## src/pht_pkg.sv

```systemverilog
package pht_pkg;

   localparam int HAND_SIZE = 5;
   localparam int NUM_CAT   = 7;
   localparam int DIGIT_W   = 4;
   localparam int COUNT_W   = 3;
   localparam int POS_W     = 3;
   localparam int CAT_W     = 3;
   localparam int TALLY_W   = 16;
   localparam int HPB_W     = 16;
   localparam logic [HPB_W-1:0] HPB_RESET = 16'd40000;
   localparam logic [TALLY_W-1:0] TALLY_MAX = '1;

   typedef enum logic [CAT_W-1:0] {
      CAT_BUST  = 3'd0,
      CAT_PAIR  = 3'd1,
      CAT_TWO   = 3'd2,
      CAT_THREE = 3'd3,
      CAT_FULL  = 3'd4,
      CAT_FOUR  = 3'd5,
      CAT_FIVE  = 3'd6
   } cat_type;

   typedef enum logic {
      KIND_DIGIT = 1'b0,
      KIND_FLUSH = 1'b1
   } kind_type;

   typedef logic [NUM_CAT-1:0][TALLY_W-1:0] tally_vec_type;

endpackage

```

## src/pht_req_if.sv

```systemverilog
interface pht_req_if import pht_pkg::*; ();
   logic               valid;
   logic               ready;
   logic               kind;
   logic [DIGIT_W-1:0] digit;

   modport source (output valid, output kind, output digit, input ready);
   modport sink (input valid, input kind, input digit, output ready);
endinterface

```

## src/pht_rsp_if.sv

```systemverilog
interface pht_rsp_if import pht_pkg::*; ();
   logic               valid;
   logic               ready;
   logic [CAT_W-1:0]   category;
   logic [TALLY_W-1:0] tally;
   logic               last;

   modport source (output valid, output category, output tally, output last, input ready);
   modport sink (input valid, input category, input tally, input last, output ready);
endinterface

```

## src/pht_classify.sv

```systemverilog
module pht_classify import pht_pkg::*; #(
   parameter int ALPHABET_SIZE = 10
) (
   input  logic [ALPHABET_SIZE-1:0][COUNT_W-1:0] counts,
   output cat_type                               category
);

   logic [ALPHABET_SIZE-1:0] is_pair;
   logic [ALPHABET_SIZE-1:0] is_three;
   logic [ALPHABET_SIZE-1:0] is_four;
   logic [ALPHABET_SIZE-1:0] is_five;

   always_comb begin
      for (int d = 0; d < ALPHABET_SIZE; d++) begin
         is_pair[d]  = (counts[d] == COUNT_W'(2));
         is_three[d] = (counts[d] == COUNT_W'(3));
         is_four[d]  = (counts[d] == COUNT_W'(4));
         is_five[d]  = (counts[d] == COUNT_W'(5));
      end
   end

   always_comb begin
      if (|is_five) begin
         category = CAT_FIVE;
      end else if (|is_four) begin
         category = CAT_FOUR;
      end else if ((|is_three) && (|is_pair)) begin
         category = CAT_FULL;
      end else if (|is_three) begin
         category = CAT_THREE;
      end else if ($countones(is_pair) >= 2) begin
         category = CAT_TWO;
      end else if (|is_pair) begin
         category = CAT_PAIR;
      end else begin
         category = CAT_BUST;
      end
   end

endmodule

```

## src/poker_hand_tally.sv

```systemverilog
// dump path: a request that closes a block, or a flush, is held in the s1 register, then
//   loads the dump buffer; the seven tallies follow on consecutive cycles when rsp is ready
// throughput: one request per cycle; input stalls only when a new dump is due while the
//   seven-entry dump buffer still holds the previous one
// reset: synchronous, active high; clears hand, tallies, block count, dump buffer state
//   and sets hands_per_block to 40000
module poker_hand_tally import pht_pkg::*; #(
   parameter int ALPHABET_SIZE = 10
) (
   input  logic             clock,
   input  logic             reset,
   input  logic             csr_wr_en,
   input  logic [HPB_W-1:0] csr_wr_data,
   pht_req_if.sink          req_chan,
   pht_rsp_if.source        rsp_chan
);

   localparam logic [DIGIT_W:0] ALPHA_LIM = (DIGIT_W+1)'(ALPHABET_SIZE);

   logic                                 s1_valid_ff;
   logic                                 s1_kind_ff;
   logic [DIGIT_W-1:0]                   s1_digit_ff;
   logic [HPB_W-1:0]                     hpb_ff;
   logic [ALPHABET_SIZE-1:0][COUNT_W-1:0] counts_ff;
   logic [ALPHABET_SIZE-1:0][COUNT_W-1:0] counts_in;
   logic [ALPHABET_SIZE-1:0][COUNT_W-1:0] counts_inc;
   logic [POS_W-1:0]                     hand_pos_ff;
   logic [POS_W-1:0]                     hand_pos_in;
   tally_vec_type                        tally_ff;
   tally_vec_type                        tally_in;
   tally_vec_type                        tally_upd;
   logic [HPB_W-1:0]                     hands_ff;
   logic [HPB_W-1:0]                     hands_in;
   tally_vec_type                        dump_ff;
   tally_vec_type                        dump_src;
   logic [CAT_W-1:0]                     dump_idx_ff;
   logic                                 dump_busy_ff;

   cat_type        hand_cat;
   logic           in_range;
   logic           completes;
   logic           block_full;
   logic           want_dump;
   logic           dump_free;
   logic           s1_go;
   logic           load_dump;
   logic           rsp_take;
   logic           rsp_last;
   logic [HPB_W:0] hands_next;
   logic [HPB_W:0] limit;

   pht_classify #(
      .ALPHABET_SIZE(ALPHABET_SIZE)
   ) u_classify (
      .counts  (counts_inc),
      .category(hand_cat)
   );

   // request side
   assign in_range   = ({1'b0, s1_digit_ff} < ALPHA_LIM);
   assign completes  = (s1_kind_ff == KIND_DIGIT) && in_range &&
                       (hand_pos_ff == POS_W'(HAND_SIZE - 1));
   assign hands_next = {1'b0, hands_ff} + (HPB_W+1)'(1);
   assign limit      = (hpb_ff == '0) ? {1'b1, {HPB_W{1'b0}}} : {1'b0, hpb_ff};
   assign block_full = (hands_next >= limit);
   assign want_dump  = (s1_kind_ff == KIND_FLUSH) || (completes && block_full);

   assign rsp_take   = rsp_chan.valid && rsp_chan.ready;
   assign rsp_last   = (dump_idx_ff == CAT_FIVE);
   assign dump_free  = !dump_busy_ff || (rsp_chan.ready && rsp_last);
   assign s1_go      = s1_valid_ff && (!want_dump || dump_free);
   assign load_dump  = s1_go && want_dump;

   assign req_chan.ready = !s1_valid_ff || s1_go;

   always_comb begin
      for (int d = 0; d < ALPHABET_SIZE; d++) begin
         counts_inc[d] = counts_ff[d] + COUNT_W'(s1_digit_ff == DIGIT_W'(d));
      end
   end

   always_comb begin
      for (int c = 0; c < NUM_CAT; c++) begin
         tally_upd[c] = tally_ff[c];
         if ((hand_cat == CAT_W'(c)) && (tally_ff[c] != TALLY_MAX)) begin
            tally_upd[c] = tally_ff[c] + TALLY_W'(1);
         end
      end
   end

   always_comb begin
      counts_in   = counts_ff;
      hand_pos_in = hand_pos_ff;
      tally_in    = tally_ff;
      hands_in    = hands_ff;
      dump_src    = tally_ff;
      if (s1_go) begin
         if (s1_kind_ff == KIND_FLUSH) begin
            counts_in   = '0;
            hand_pos_in = '0;
            tally_in    = '0;
            hands_in    = '0;
         end else if (completes) begin
            counts_in   = '0;
            hand_pos_in = '0;
            dump_src    = tally_upd;
            if (block_full) begin
               tally_in = '0;
               hands_in = '0;
            end else begin
               tally_in = tally_upd;
               hands_in = hands_next[HPB_W-1:0];
            end
         end else if (in_range) begin
            counts_in   = counts_inc;
            hand_pos_in = hand_pos_ff + POS_W'(1);
         end
      end
   end

   always_ff @(posedge clock) begin
      if (reset) begin
         s1_valid_ff <= 1'b0;
         hpb_ff      <= HPB_RESET;
         counts_ff   <= '0;
         hand_pos_ff <= '0;
         tally_ff    <= '0;
         hands_ff    <= '0;
      end else begin
         if (req_chan.ready) begin
            s1_valid_ff <= req_chan.valid;
         end
         if (csr_wr_en) begin
            hpb_ff <= csr_wr_data;
         end
         counts_ff   <= counts_in;
         hand_pos_ff <= hand_pos_in;
         tally_ff    <= tally_in;
         hands_ff    <= hands_in;
      end
   end

   always_ff @(posedge clock) begin
      if (req_chan.ready && req_chan.valid) begin
         s1_kind_ff  <= req_chan.kind;
         s1_digit_ff <= req_chan.digit;
      end
   end

   // dump buffer, drained lowest category first
   always_ff @(posedge clock) begin
      if (reset) begin
         dump_busy_ff <= 1'b0;
         dump_idx_ff  <= '0;
      end else if (load_dump) begin
         dump_busy_ff <= 1'b1;
         dump_idx_ff  <= '0;
      end else if (rsp_take) begin
         dump_idx_ff <= dump_idx_ff + CAT_W'(1);
         if (rsp_last) begin
            dump_busy_ff <= 1'b0;
         end
      end
   end

   always_ff @(posedge clock) begin
      if (load_dump) begin
         dump_ff <= dump_src;
      end else if (rsp_take) begin
         for (int c = 0; c < NUM_CAT - 1; c++) begin
            dump_ff[c] <= dump_ff[c+1];
         end
      end
   end

   assign rsp_chan.valid    = dump_busy_ff;
   assign rsp_chan.category = dump_idx_ff;
   assign rsp_chan.tally    = dump_ff[0];
   assign rsp_chan.last     = rsp_last;

   // a dump streams without gaps once started
   a_dump_contiguous: assert property (@(posedge clock) disable iff (reset)
      (rsp_take && !rsp_last) |=> rsp_chan.valid)
      else $error("dump interrupted before last tally");

   // a new dump only overwrites the buffer as the old one finishes
   a_no_overwrite: assert property (@(posedge clock) disable iff (reset)
      (load_dump && dump_busy_ff) |-> (rsp_take && rsp_last))
      else $error("dump buffer overwritten while busy");

   // open hand never reaches a full hand
   a_hand_pos: assert property (@(posedge clock) disable iff (reset)
      hand_pos_ff < POS_W'(HAND_SIZE))
      else $error("hand position out of range");

   // a dump always starts at the first category
   a_dump_start: assert property (@(posedge clock) disable iff (reset)
      load_dump |=> (dump_idx_ff == CAT_BUST) && rsp_chan.valid)
      else $error("dump did not start at first category");

endmodule

```

## src/flat_wrapper.sv

```systemverilog
// flat-port wrapper written by rule: the top's interface ports become plain ports
module poker_hand_tally_flat import pht_pkg::*;
#(
   parameter int ALPHABET_SIZE = 10
)
  (clock, reset, csr_wr_en, csr_wr_data, req_chan_valid, req_chan_kind, req_chan_digit, req_chan_ready, rsp_chan_valid, rsp_chan_category, rsp_chan_tally, rsp_chan_last, rsp_chan_ready);
  pht_req_if req_chan_i ();
  pht_rsp_if rsp_chan_i ();
  input  logic clock;
  input  logic reset;
  input  logic csr_wr_en;
  input  logic [HPB_W-1:0] csr_wr_data;
  input wire logic [$bits(req_chan_i.valid)-1:0] req_chan_valid;
  input wire logic [$bits(req_chan_i.kind)-1:0] req_chan_kind;
  input wire logic [$bits(req_chan_i.digit)-1:0] req_chan_digit;
  output wire logic [$bits(req_chan_i.ready)-1:0] req_chan_ready;
  output wire logic [$bits(rsp_chan_i.valid)-1:0] rsp_chan_valid;
  output wire logic [$bits(rsp_chan_i.category)-1:0] rsp_chan_category;
  output wire logic [$bits(rsp_chan_i.tally)-1:0] rsp_chan_tally;
  output wire logic [$bits(rsp_chan_i.last)-1:0] rsp_chan_last;
  input wire logic [$bits(rsp_chan_i.ready)-1:0] rsp_chan_ready;
  assign req_chan_i.valid = req_chan_valid;
  assign req_chan_i.kind = req_chan_kind;
  assign req_chan_i.digit = req_chan_digit;
  assign req_chan_ready = req_chan_i.ready;
  assign rsp_chan_valid = rsp_chan_i.valid;
  assign rsp_chan_category = rsp_chan_i.category;
  assign rsp_chan_tally = rsp_chan_i.tally;
  assign rsp_chan_last = rsp_chan_i.last;
  assign rsp_chan_i.ready = rsp_chan_ready;
  poker_hand_tally #(.ALPHABET_SIZE(ALPHABET_SIZE)) u_core (.clock(clock), .reset(reset), .csr_wr_en(csr_wr_en), .csr_wr_data(csr_wr_data), .req_chan(req_chan_i), .rsp_chan(rsp_chan_i));
endmodule
```

## config.mk

```make
export PLATFORM = sky130hd
export DESIGN_NAME = poker_hand_tally_flat
export DESIGN_NICKNAME = d
export VERILOG_FILES = /design/src/pht_pkg.sv /design/src/pht_req_if.sv /design/src/pht_rsp_if.sv /design/src/pht_classify.sv /design/src/poker_hand_tally.sv /design/src/flat_wrapper.sv
export SDC_FILE = /design/constraint.sdc
export NUM_CORES = 1
export LEC_CHECK = 0
export ABC_CLOCK_PERIOD_IN_PS = 7100
export BUFFER_PORTS_ARGS = -buffer_cell sky130_fd_sc_hd__buf_4
export CAP_MARGIN = 0
export CELL_PAD_IN_SITES_DETAIL_PLACEMENT = 1
export CELL_PAD_IN_SITES_GLOBAL_PLACEMENT = 1
export CORE_MARGIN = 2
export CORE_UTILIZATION = 45
export DETAILED_ROUTE_END_ITERATION = 8
export PLACE_DENSITY = 0.87
export SLEW_MARGIN = 10
export SYNTH_ARGS = -nofsm -noshare
export SYNTH_HDL_FRONTEND = slang
export SYNTH_HIERARCHICAL = 1
export SYNTH_SLANG_ARGS = --single-unit
```

## constraint.sdc

```tcl
create_clock -name clock -period 7.1 [get_ports clock]
set_input_delay 1.42 -clock clock [delete_from_list [all_inputs] [get_ports clock]]
set_output_delay 1.42 -clock clock [all_outputs]
set_load 0.005 [all_outputs]
```

==> results.txt, run 1 <==
Status: complete, no violations
Total of max-cap violations: 0
Synth async-reset ratio: 0%
Sw frac: 22.23%
Nets@finish: 1992
Mean Syn Cell Area: 8.769 sq um
Sinks on Clock Net: 299
Arrival time at the worst endpoint: 7.29 ns
Cells after Synth: 1903
Kind of critical path: flip-flop to flip-flop
Sequential Power Share: 45.9%
Register area share after synthesis: 42.89%
Storage cell area: 7157 sq um
Core footprint: 36520 sq um
H-tree Lvls: 2
Gate power share: 4.3%
Top post-synthesis cells by area: dfxtp_1, edfxtp_1, a21oi_1
Worst-margin pin slew: 1.215 ns
Maximum fanout along the worst path: 8
Mapped cell area: 16690 sq um
Clock power frac: 49.8%
CP Depth: 30
Post-route ant nets: 0
Slowest CP cell: fa_1
HPWL after detailed placement: 30770 um
Footprint of the multi-input gates: 9010 sq um
CP dominant cell by count: inv_1
Syn_nets: 1995
Reg2reg start: u_core/s1_digit_ff[1]
Largest area contributor in the netlist: dfxtp_1
Crit. End Element: flip-flop
DRT iter0 DRCs: 934
Largest net degree at the start of global routing: 112
Root buffer cell: clkbuf_16
Mux share of post-synthesis cell area: 1.110%
Final min period: 6.880 ns
Initial antenna violation count: 0
Post-Layout Cell Count: 2394
Global placement routability congestion: 0.8137
Hold Crit Class: flip-flop to flip-flop
Via Count: 14890
CTS tree: built
Reg2reg end: u_core/tally_ff[93]
# rows: 70
Die W: 196.6 um
Largest family of logic cells by synthesized area: simple AND/OR/NAND/NOR gates
Clock Path Buffers: 3
Top-count cell post-synth: a21oi_1
Relative slew slack: 19.02%
Post-synth EDFFs: 117
Tcrit/Tclk final: 96.90%
Pwr Total: 4.006 mW
Gr ovfl total: 0
Post-Synth XOR/XNOR Area: 5.721%
Depth of the worst hold-timing path: 2
Seq cells post-synth: 299
Crit path largest cell delay: 0.50 ns
Detailed Route WL: 50390 um
Synth Area in Compound Gates: 19.46%
Detailed-route wire length per cell: 21.05 um
Die ar.: 38640 sq um
Gr usage total: 25.48%
IO Count: 48
Skew-Pair Late Insertion Delay: 0.53 ns
Post-synth top flop: dfxtp_1
Worst EP required: 7.51 ns
Fin. Hold Viols: 0
WHS Endpoint: u_core/counts_ff[0]
R2r setup slk: 0.22 ns
Worst-path clk slew: 0.06 ns
Drc violations: 0
Hold_buf cts: 0
Crit path launch type: flip-flop
Total CTS buffers: 36
FF-to-FF path depth: 30
Max-slew violations: 0
Worst Path Buf+Inv: 7
Skew final: 0.01843 ns
Initial core utilization: 45.69%
Setup ws final: 0.2199 ns
Final setup fails: 0
Drt first pass iters: 5
Adder-cell share of the synthesized area: 5.174%
# placed instances: 2321
Psw: 0.8906 mW
Synth top area share: 21.83%
YS warnings: 6
Share of layout cells above drive strength 1: 10.38%
Fillers: 4219
Final setup TNS: 0 ns
Max Clock Freq: 0.1453 GHz
Cell area power density: 212.4 nW/um^2
Pleak: 6.669 nW
Die Height: 196.6 um
Top cells by count, synth: a21oi_1, nor2_1, dfxtp_1
First-pass GRT wire length: 80590 um
Library cells used by synthesis: 71
Dpl ws: -0.09986 ns
Vias in the first global route: 15640
Delay-heaviest family, CP: simple AND/OR/NAND/NOR gates
Synth Area in Simple Gates: 21.31%
Number of vias per cell: 6.218
Hold wc startpoint: u_core/counts_ff[0]
Peak VDD IR: 0.0001726 V
Port Buffers: 47
Antenna cell count: 0
Pint: 3.115 mW
Layout area overhead: 12.99%
## per-stage QoR
step / hold slack, ns / utilization, % / area (sq um)
CTS: 0.4628 / 51.08 / 18660
global placement: 0.4421 / 47.56 / 17370
floorplan: 0.4362 / - / 16690
detailed placement: 0.4524 / 47.56 / 17370
finish: 0.4666 / 51.62 / 18850
global route: 0.4883 / 51.62 / 18850
## power by group through the flow
| stage | Clock [mW] | Combinational, mW | Sequential [mW] |
|---|---|---|---|
| after floorplan | 0 | 0.104 | 1.87 |
| after global placement | 0 | 0.157 | 1.87 |
| after detailed placement | 0 | 0.164 | 1.87 |
| after CTS | 2.04 | 0.167 | 1.84 |
| after global routing | 2.09 | 0.188 | 1.84 |
| final | 2.00 | 0.171 | 1.84 |
## worst register-to-register path: cells and delay by family (launching register included)
kind,cells,cell delay (ns)
buffers and inverters,7,0.84
AND/OR/NAND/NOR,11,2.51
adder cells (fa/ha/maj),7,2.20
AO/OA/AOI/OAI,4,0.58
flip-flops,1,0.46
XOR/XNOR,1,0.18
## sequential cells by signal (all words and copies together) (netlist names)
| register | count |
|---|---|
| u_core/counts_ff | 30 |
| u_core/dump_ff | 96 |
| u_core/hand_pos_ff | 3 |
| u_core/hands_ff | 16 |
| u_core/hpb_ff | 16 |
| u_core/rsp_chan.category | 3 |
| u_core/rsp_chan.tally | 16 |
| u_core/rsp_chan.valid | 1 |
| u_core/s1_digit_ff | 4 |
| u_core/s1_kind_ff | 1 |
| u_core/s1_valid_ff | 1 |
| u_core/tally_ff | 112 |
## cells by family after synthesis
family / after synthesis
mux: 18
flops: 299
buf+inv: 170
simple gates: 682
fa+ha+maj: 66
compound gates: 559
xor+xnor: 109
## timing repair
| action | 4_1_cts | 5_1_grt |
|---|---|---|
| hold endpoints to repair | 0 | 0 |
| pin swaps | 0 | 8 |
| resized for setup | 3 | 29 |
| buffers inserted | 0 | 9 |
| setup endpoints to repair | 4 | 94 |
## routing by layer
layer | track usage, % | wire, um | vias up
met5 | 0 | 0 | -
met4 | 10.05 | 1524 | 0
met3 | 3.508 | 2039 | 107
met2 | 46.16 | 25580 | 361
met1 | 30.52 | 21250 | 7494
li1 | - | - | 6924
## cells in the final DEF (no fill, tap or decap), drive strengths merged, types with 8 or more instances in the layout
master | synthesis | routed
nor3 | 22 | 22
clkbuf | 91 | 43
nor4 | 14 | 14
nand3 | 85 | 85
buf | 33 | 83
nand3b | 33 | 33
o31ai | 88 | 88
a31oi | 30 | 30
and3 | 23 | 23
xnor2 | 82 | 82
and2 | 26 | 26
clkinv | 1 | 12
nor2 | 187 | 187
dfxtp | 182 | 182
and4 | 15 | 15
nand4 | 37 | 37
nand2 | 120 | 120
ha | 61 | 61
a21oi | 208 | 208
edfxtp | 117 | 117
o21ai | 182 | 182
inv | 45 | 46
or2 | 8 | 8
xor2 | 27 | 27
nor2b | 42 | 42
mux2i | 14 | 14
nor3b | 20 | 20
or3 | 30 | 30
a21o | 9 | 9
## area by class of cell
type,count,area share [%]
well taps,468,3.106
clock buffers,43,5.189
clock inverters,21,1.540
multi-input cells,1434,47.79
inverters,46,0.9158
repair buffers,83,3.504
flip-flops and latches,299,37.96
## how the worst max path moves through the flow
| stage | to | slack [ns] | from |
|---|---|---|---|
| after floorplan | u_core/dump_ff[29] | 0.74 | u_core/s1_digit_ff[3] |
| after global placement | u_core/dump_ff[92] | 0.32 | u_core/s1_digit_ff[3] |
| after detailed placement | u_core/dump_ff[94] | -0.1 | u_core/s1_digit_ff[1] |
| after CTS | u_core/dump_ff[29] | 0.06 | u_core/s1_digit_ff[1] |
| after global routing | u_core/tally_ff[93] | -0.10 | u_core/s1_digit_ff[1] |
| final | u_core/tally_ff[93] | 0.22 | u_core/s1_digit_ff[1] |
Power figures use the tool's default switching activity.
==> inputs of run 2 (changes only) <==
--- a/config.mk
+++ b/config.mk
@@ -13,6 +13,7 @@
 export CORE_MARGIN = 2
 export CORE_UTILIZATION = 45
 export DETAILED_ROUTE_END_ITERATION = 8
+export MAX_ROUTING_LAYER = met4
 export PLACE_DENSITY = 0.87
 export SLEW_MARGIN = 10
 export SYNTH_ARGS = -nofsm -noshare
==> results.txt, run 2 (same netlist as run 1, synthesis figures left out) <==
Total CTS buffers: 36 (unchanged)
Max-slew violations: 0 (unchanged)
Detailed-route wire length per cell: 21.29 um (+1.1%)
Worst-margin pin slew: 1.217 ns (+0.002208 ns)
Initial core utilization: 45.69% (unchanged)
CP dominant cell by count: inv_1
Detailed Route WL: 51090 um (+1.4%)
Core footprint: 36520 sq um (unchanged)
WHS Endpoint: u_core/counts_ff[24]
H-tree Lvls: 2 (unchanged)
Final setup fails: 0 (unchanged)
Pleak: 6.705 nW (+0.54%)
# rows: 70 (unchanged)
Post-Layout Cell Count: 2400 (+0.25%)
Worst Path Buf+Inv: 7 (unchanged)
Hold_buf cts: 0 (unchanged)
Peak VDD IR: 0.0001726 V (about the same)
Die W: 196.6 um (unchanged)
Final min period: 6.913 ns (+0.03253 ns)
Gr ovfl total: 0 (unchanged)
Via Count: 14940 (+0.34%)
Crit path largest cell delay: 0.50 ns (about the same)
Nets@finish: 1998 (+0.30%)
Maximum fanout along the worst path: 4 (-4)
Tcrit/Tclk final: 97.36% (+0.46 points)
HPWL after detailed placement: 30770 um (unchanged)
Dpl ws: -0.09986 ns (unchanged)
Cell area power density: 211.7 nW/um^2 (-0.35%)
Status: complete, no violations
Total of max-cap violations: 0 (unchanged)
Largest net degree at the start of global routing: 112 (unchanged)
Clock Path Buffers: 3 (unchanged)
FF-to-FF path depth: 30 (unchanged)
Worst-path clk slew: 0.06 ns (about the same)
Die ar.: 38640 sq um (unchanged)
Hold Crit Class: flip-flop to flip-flop
Crit path launch type: flip-flop
Sinks on Clock Net: 299 (unchanged)
Slowest CP cell: fa_1
Relative slew slack: 18.87% (-0.15 points)
CTS tree: built
Share of layout cells above drive strength 1: 10.92% (+0.54 points)
R2r setup slk: 0.19 ns (-0.03 ns)
Top flop regs: u_core/tally_ff: 112 flops, u_core/dump_ff: 96 flops, u_core/counts_ff: 30 flops
IO Count: 48 (unchanged)
Commonest non-fill, non-tap cell in the layout: a21oi_1
Reg2reg start: u_core/s1_digit_ff[1]
Global placement routability congestion: 0.8257 (+1.5%)
Vias in the first global route: 15630 (-0.038%)
Post-route ant nets: 0 (unchanged)
Worst EP required: 7.34 ns (-0.17 ns)
Initial antenna violation count: 0 (unchanged)
Crit. End Element: flip-flop
First-pass GRT wire length: 80610 um (about the same)
Layout area overhead: 13.36%
Drc violations: 0 (unchanged)
Antenna cell count: 0 (unchanged)
Number of vias per cell: 6.224 (about the same)
Arrival time at the worst endpoint: 7.16 ns (-0.13 ns)
Delay-heaviest family, CP: adder cells
DRT iter0 DRCs: 1030 (+10%)
Port Buffers: 47 (unchanged)
Reg2reg end: u_core/dump_ff[78]
Gr usage total: 26.25% (+0.77 points)
# placed instances: 2321 (unchanged)
Skew final: 0.01980 ns (+0.001371 ns)
Fin. Hold Viols: 0 (unchanged)
Hold wc startpoint: u_core/counts_ff[24]
Max Clock Freq: 0.1447 GHz (-0.47%)
Drt first pass iters: 5 (unchanged)
Kind of critical path: flip-flop to flip-flop
Top reg by flops: u_core/tally_ff
Skew-Pair Late Insertion Delay: 0.53 ns (about the same)
Max reg flops: 112 (unchanged)
Depth of the worst hold-timing path: 2 (unchanged)
Highest-count cells in the layout ignoring fill and taps: a21oi_1, nor2_1, dfxtp_1, o21ai_0, nand2_1
Setup ws final: 0.1874 ns (-0.03254 ns)
Die Height: 196.6 um (unchanged)
Root buffer cell: clkbuf_16
run 2: changes by cell type in the layout (fill, tap and decap cells not counted), sizes merged:
| cell | before | now |
|---|---|---|
| buf | 83 | 89 |
run 2: repair_timing:
action | CTS | global route
pin swaps | 0 | 11
setup buffers | 0 | 15
resized for setup | 3 | 34
setup endpoints to repair | 4 | 91
hold endpoints to repair | 0 | 0
run 2: per-layer routing:
layer / vias to the layer above / share of wire, % / global-route usage (%)
met4: 0 / 2.8 / 10.05
li1: 6926 / - / -
met3: 112 / 4.4 / 3.491
met5: - / 0 / -
met1: 7498 / 42 / 30.60
met2: 401 / 51 / 46.13
run 2: area by class of cell:
cell class	instances	area (sq um)
Clock buffer	43	978.4
Clock inverter	21	290.3
Fill cell	4212	17610
Inverter	46	172.7
Multi-Input combinational cell	1434	9027
Sequential cell	299	7157
Tap cell	468	585.6
Timing Repair Buffer	89	705.7
run 2: how the worst max path moves through the flow:
stage | start | to | slack (ns) | cells after the start
after floorplan | u_core/s1_digit_ff[3] | u_core/dump_ff[29] | 0.74 | 27
after global placement | u_core/s1_digit_ff[3] | u_core/dump_ff[92] | 0.32 | 27
after detailed placement | u_core/s1_digit_ff[1] | u_core/dump_ff[94] | -0.1 | 27
after CTS | u_core/s1_digit_ff[1] | u_core/dump_ff[29] | 0.06 | 28
after global routing | u_core/s1_digit_ff[1] | u_core/tally_ff[93] | -0.12 | 30
final | u_core/s1_digit_ff[1] | u_core/dump_ff[78] | 0.19 | 30
run 2: worst min-delay path: cells and delay by family, from the launching register on:
family,cells,cell delay [ns]
flops,1,0.31
simple gates,1,0.06
compound gates,1,0.05
run 2: report_power, final:
| group | switching, mW | leakage (nW) | internal, mW |
|---|---|---|---|
| sequential | 0.0173 | 2.53 | 1.82 |
| combinational | 0.118 | 3.54 | 0.0535 |
| clock | 0.754 | 0.627 | 1.24 |
| total | 0.890 | 6.71 | 3.12 |
run 2: stage by stage:
step	power [mW]	hold WS, ns	cell area [sq um]	setup TNS (ns)	utilization, %
floorplan	1.975	0.4362	16690	0	-
global placement	2.029	0.4421	17370	0	47.56
detailed placement	2.038	0.4524	17370	-0.1168	47.56
CTS	4.040	0.4628	18660	0	51.08
global route	4.124	0.4883	18920	-1.175	51.80
finish	4.005	0.4664	18920	0	51.80
==> inputs of run 3 (changes only) <==
--- a/config.mk
+++ b/config.mk
@@ -8,7 +8,7 @@
 export ABC_CLOCK_PERIOD_IN_PS = 7100
 export BUFFER_PORTS_ARGS = -buffer_cell sky130_fd_sc_hd__buf_4
 export CAP_MARGIN = 0
-export CELL_PAD_IN_SITES_DETAIL_PLACEMENT = 1
+export CELL_PAD_IN_SITES_DETAIL_PLACEMENT = 0
 export CELL_PAD_IN_SITES_GLOBAL_PLACEMENT = 1
 export CORE_MARGIN = 2
 export CORE_UTILIZATION = 45
==> results.txt, run 3 (same netlist as run 1, synthesis figures left out) <==
Status: complete, no violations
Gr ovfl total: 0 (unchanged)
Skew final: 0.01611 ns (-0.003690 ns)
Highest routed layer: met4
Arrival time at the worst endpoint: 7.05 ns (-0.11 ns)
Largest net degree at the start of global routing: 112 (unchanged)
Maximum fanout along the worst path: 9 (+5)
Root buffer cell: clkbuf_16
Port Buffers: 47 (unchanged)
Fin. Hold Viols: 0 (unchanged)
Nets@finish: 1987 (-0.55%)
Pwr Total: 3.917 mW (-2.2%)
Fillers: 3344 (-21%)
Met3 wire len: 1726 um (-23%)
Kind of critical path: flip-flop to flip-flop
Sinks on Clock Net: 299 (unchanged)
Total of max-cap violations: 0 (unchanged)
Total CTS buffers: 35 (-2.8%)
Hold Crit Class: flip-flop to flip-flop
Hold wc startpoint: u_core/counts_ff[0]
Routed length on met2: 20020 um (-23%)
Crit path launch type: flip-flop
Vias in the first global route: 13560 (-13%)
Max Clock Freq: 0.1473 GHz (+1.8%)
Highest-count cells in the layout ignoring fill and taps: a21oi_1, nor2_1, dfxtp_1, o21ai_0, nand2_1
Number of vias per cell: 5.895 (-5.3%)
Detailed Route WL: 41660 um (-18%)
Reg2reg start: u_core/s1_digit_ff[1]
# rows: 70 (unchanged)
Tcrit/Tclk final: 95.62% (-1.7 points)
Antenna cell count: 0 (unchanged)
Skew-Pair Late Insertion Delay: 0.53 ns (about the same)
Sw frac: 21.60% (-0.62 points)
Post-Layout Cell Count: 2389 (-0.46%)
HPWL after detailed placement: 26090 um (-15%)
Worst-path clk slew: 0.06 ns (about the same)
Relative slew slack: 21.63% (+2.8 points)
Clock Path Buffers: 3 (unchanged)
Reg2reg end: u_core/dump_ff[95]
H-tree Lvls: 2 (unchanged)
Worst-margin pin slew: 1.176 ns (-0.04134 ns)
Detailed-route wire length per cell: 17.44 um (-18%)
Peak VDD IR: 0.0001577 V (-8.6%)
Drt first pass iters: 5 (unchanged)
Initial antenna violation count: 0 (unchanged)
Die Height: 196.6 um (unchanged)
Crit. End Element: flip-flop
Pleak: 6.608 nW (-1.4%)
Final setup TNS: 0 ns (unchanged)
Initial core utilization: 45.69% (unchanged)
Commonest non-fill, non-tap cell in the layout: a21oi_1
Cell area power density: 209.6 nW/um^2 (-1.0%)
Depth of the worst hold-timing path: 2 (unchanged)
Gr usage total: 21.95% (-4.3 points)
DRT iter0 DRCs: 911 (-12%)
Share of layout cells above drive strength 1: 9.058% (-1.9 points)
Final min period: 6.789 ns (-0.1234 ns)
Top reg by flops: u_core/tally_ff
Final setup fails: 0 (unchanged)
Worst Path Buf+Inv: 5 (-2)
Psw: 0.8461 mW (-4.9%)
Delay-heaviest family, CP: simple AND/OR/NAND/NOR gates
Gate power share: 4.1% (-0.2 points)
Die W: 196.6 um (unchanged)
Clock power frac: 49.0% (-0.8 points)
Top flop regs: u_core/tally_ff: 112 flops, u_core/dump_ff: 96 flops, u_core/counts_ff: 30 flops
Max reg flops: 112 (unchanged)
CTS tree: built
Hold_buf cts: 0 (unchanged)
Core footprint: 36520 sq um (unchanged)
Layout area overhead: 12.00%
Global placement routability congestion: 0.8257 (unchanged)
Sequential Power Share: 46.9% (+1.0 points)
# placed instances: 2321 (unchanged)
Die ar.: 38640 sq um (unchanged)
IO Count: 48 (unchanged)
R2r setup slk: 0.31 ns (+0.12 ns)
Pint: 3.071 mW (-1.4%)
WHS Endpoint: u_core/counts_ff[0]
Drc violations: 0 (unchanged)
First-pass GRT wire length: 67970 um (-16%)
Worst EP required: 7.36 ns (+0.02 ns)
Slowest CP cell: fa_1
Post-route ant nets: 0 (unchanged)
CP dominant cell by count: inv_1
FF-to-FF path depth: 27 (-10%)
Crit path largest cell delay: 0.50 ns (about the same)
Max-slew violations: 0 (unchanged)
Post-Route M1 WL: 19040 um (-11%)
Via Count: 14080 (-5.7%)
-- run 3: cell count changes in the layout (fill, tap and decap cells not counted), moves of 3 or more --
cell      previous run  this run
a211oi_2             4         1
or3b_4               4         1
a211oi_1             2         5
clkinv_2            10         6
clkinv_1             2         6
buf_4               86        76
-- run 3: power by group through the flow --
stage                     clock, mW  combinational, mW  sequential (mW)
after floorplan                   0              0.104             1.87
after global placement            0              0.157             1.87
after detailed placement          0              0.160             1.87
after CTS                      1.95              0.160             1.84
after global routing           2.01              0.180             1.84
final                          1.92              0.162             1.84
-- run 3: timing repair --
action,4_1_cts,5_1_grt
setup buffers,0,5
setup endpoints to repair,0,43
gates resized for setup,0,12
-- run 3: how the worst max path moves through the flow --
stage	startpoint	end	slack (ns)	depth (start not counted)
2_1_floorplan	u_core/s1_digit_ff[3]	u_core/dump_ff[29]	0.74	27
3_3_place_gp	u_core/s1_digit_ff[3]	u_core/dump_ff[92]	0.32	27
3_5_place_dp	u_core/s1_digit_ff[1]	u_core/dump_ff[95]	0.13	27
4_1_cts	u_core/s1_digit_ff[1]	u_core/dump_ff[95]	0.12	27
5_1_grt	u_core/s1_digit_ff[1]	u_core/dump_ff[29]	-0.05	29
6_report	u_core/s1_digit_ff[1]	u_core/dump_ff[95]	0.31	27
-- run 3: worst register-to-register path, delay by kind of cell, from the launching register on --
family | cells | cell delay, ns
compound gates | 4 | 0.76
xor+xnor | 2 | 0.25
fa+ha+maj | 7 | 2.25
buf+inv | 5 | 0.42
flops | 1 | 0.45
simple gates | 9 | 2.40
-- run 3: stage by stage --
step	utilization [%]	hold slack (ns)	area [sq um]	setup WS, ns
finish	51.18	0.4560	18690	0.3109
global route	51.18	0.4770	18690	-0.04520
CTS	50.91	0.4563	18590	0.1213
detailed placement	47.56	0.4483	17370	0.1306
global placement	47.56	0.4421	17370	0.3235
floorplan	-	0.4362	16690	0.7420
-- run 3: final cells by class --
class                   count  area [sq um]  share of cell area (%)
multi-input cells        1434          8922                   47.74
flip-flops and latches    299          7157                   38.29
clock buffers              45         985.9                   5.275
repair buffers             79         630.6                   3.374
well taps                 468         585.6                   3.133
clock inverters            18         236.5                   1.265
inverters                  46         172.7                  0.9238
-- run 3: metal layers --
layer | global-route usage [%] | vias to the layer above
met5 | - | -
met4 | 6.711 | 0
met2 | 37.00 | 314
met3 | 2.704 | 70
li1 | - | 6899
met1 | 27.70 | 6799
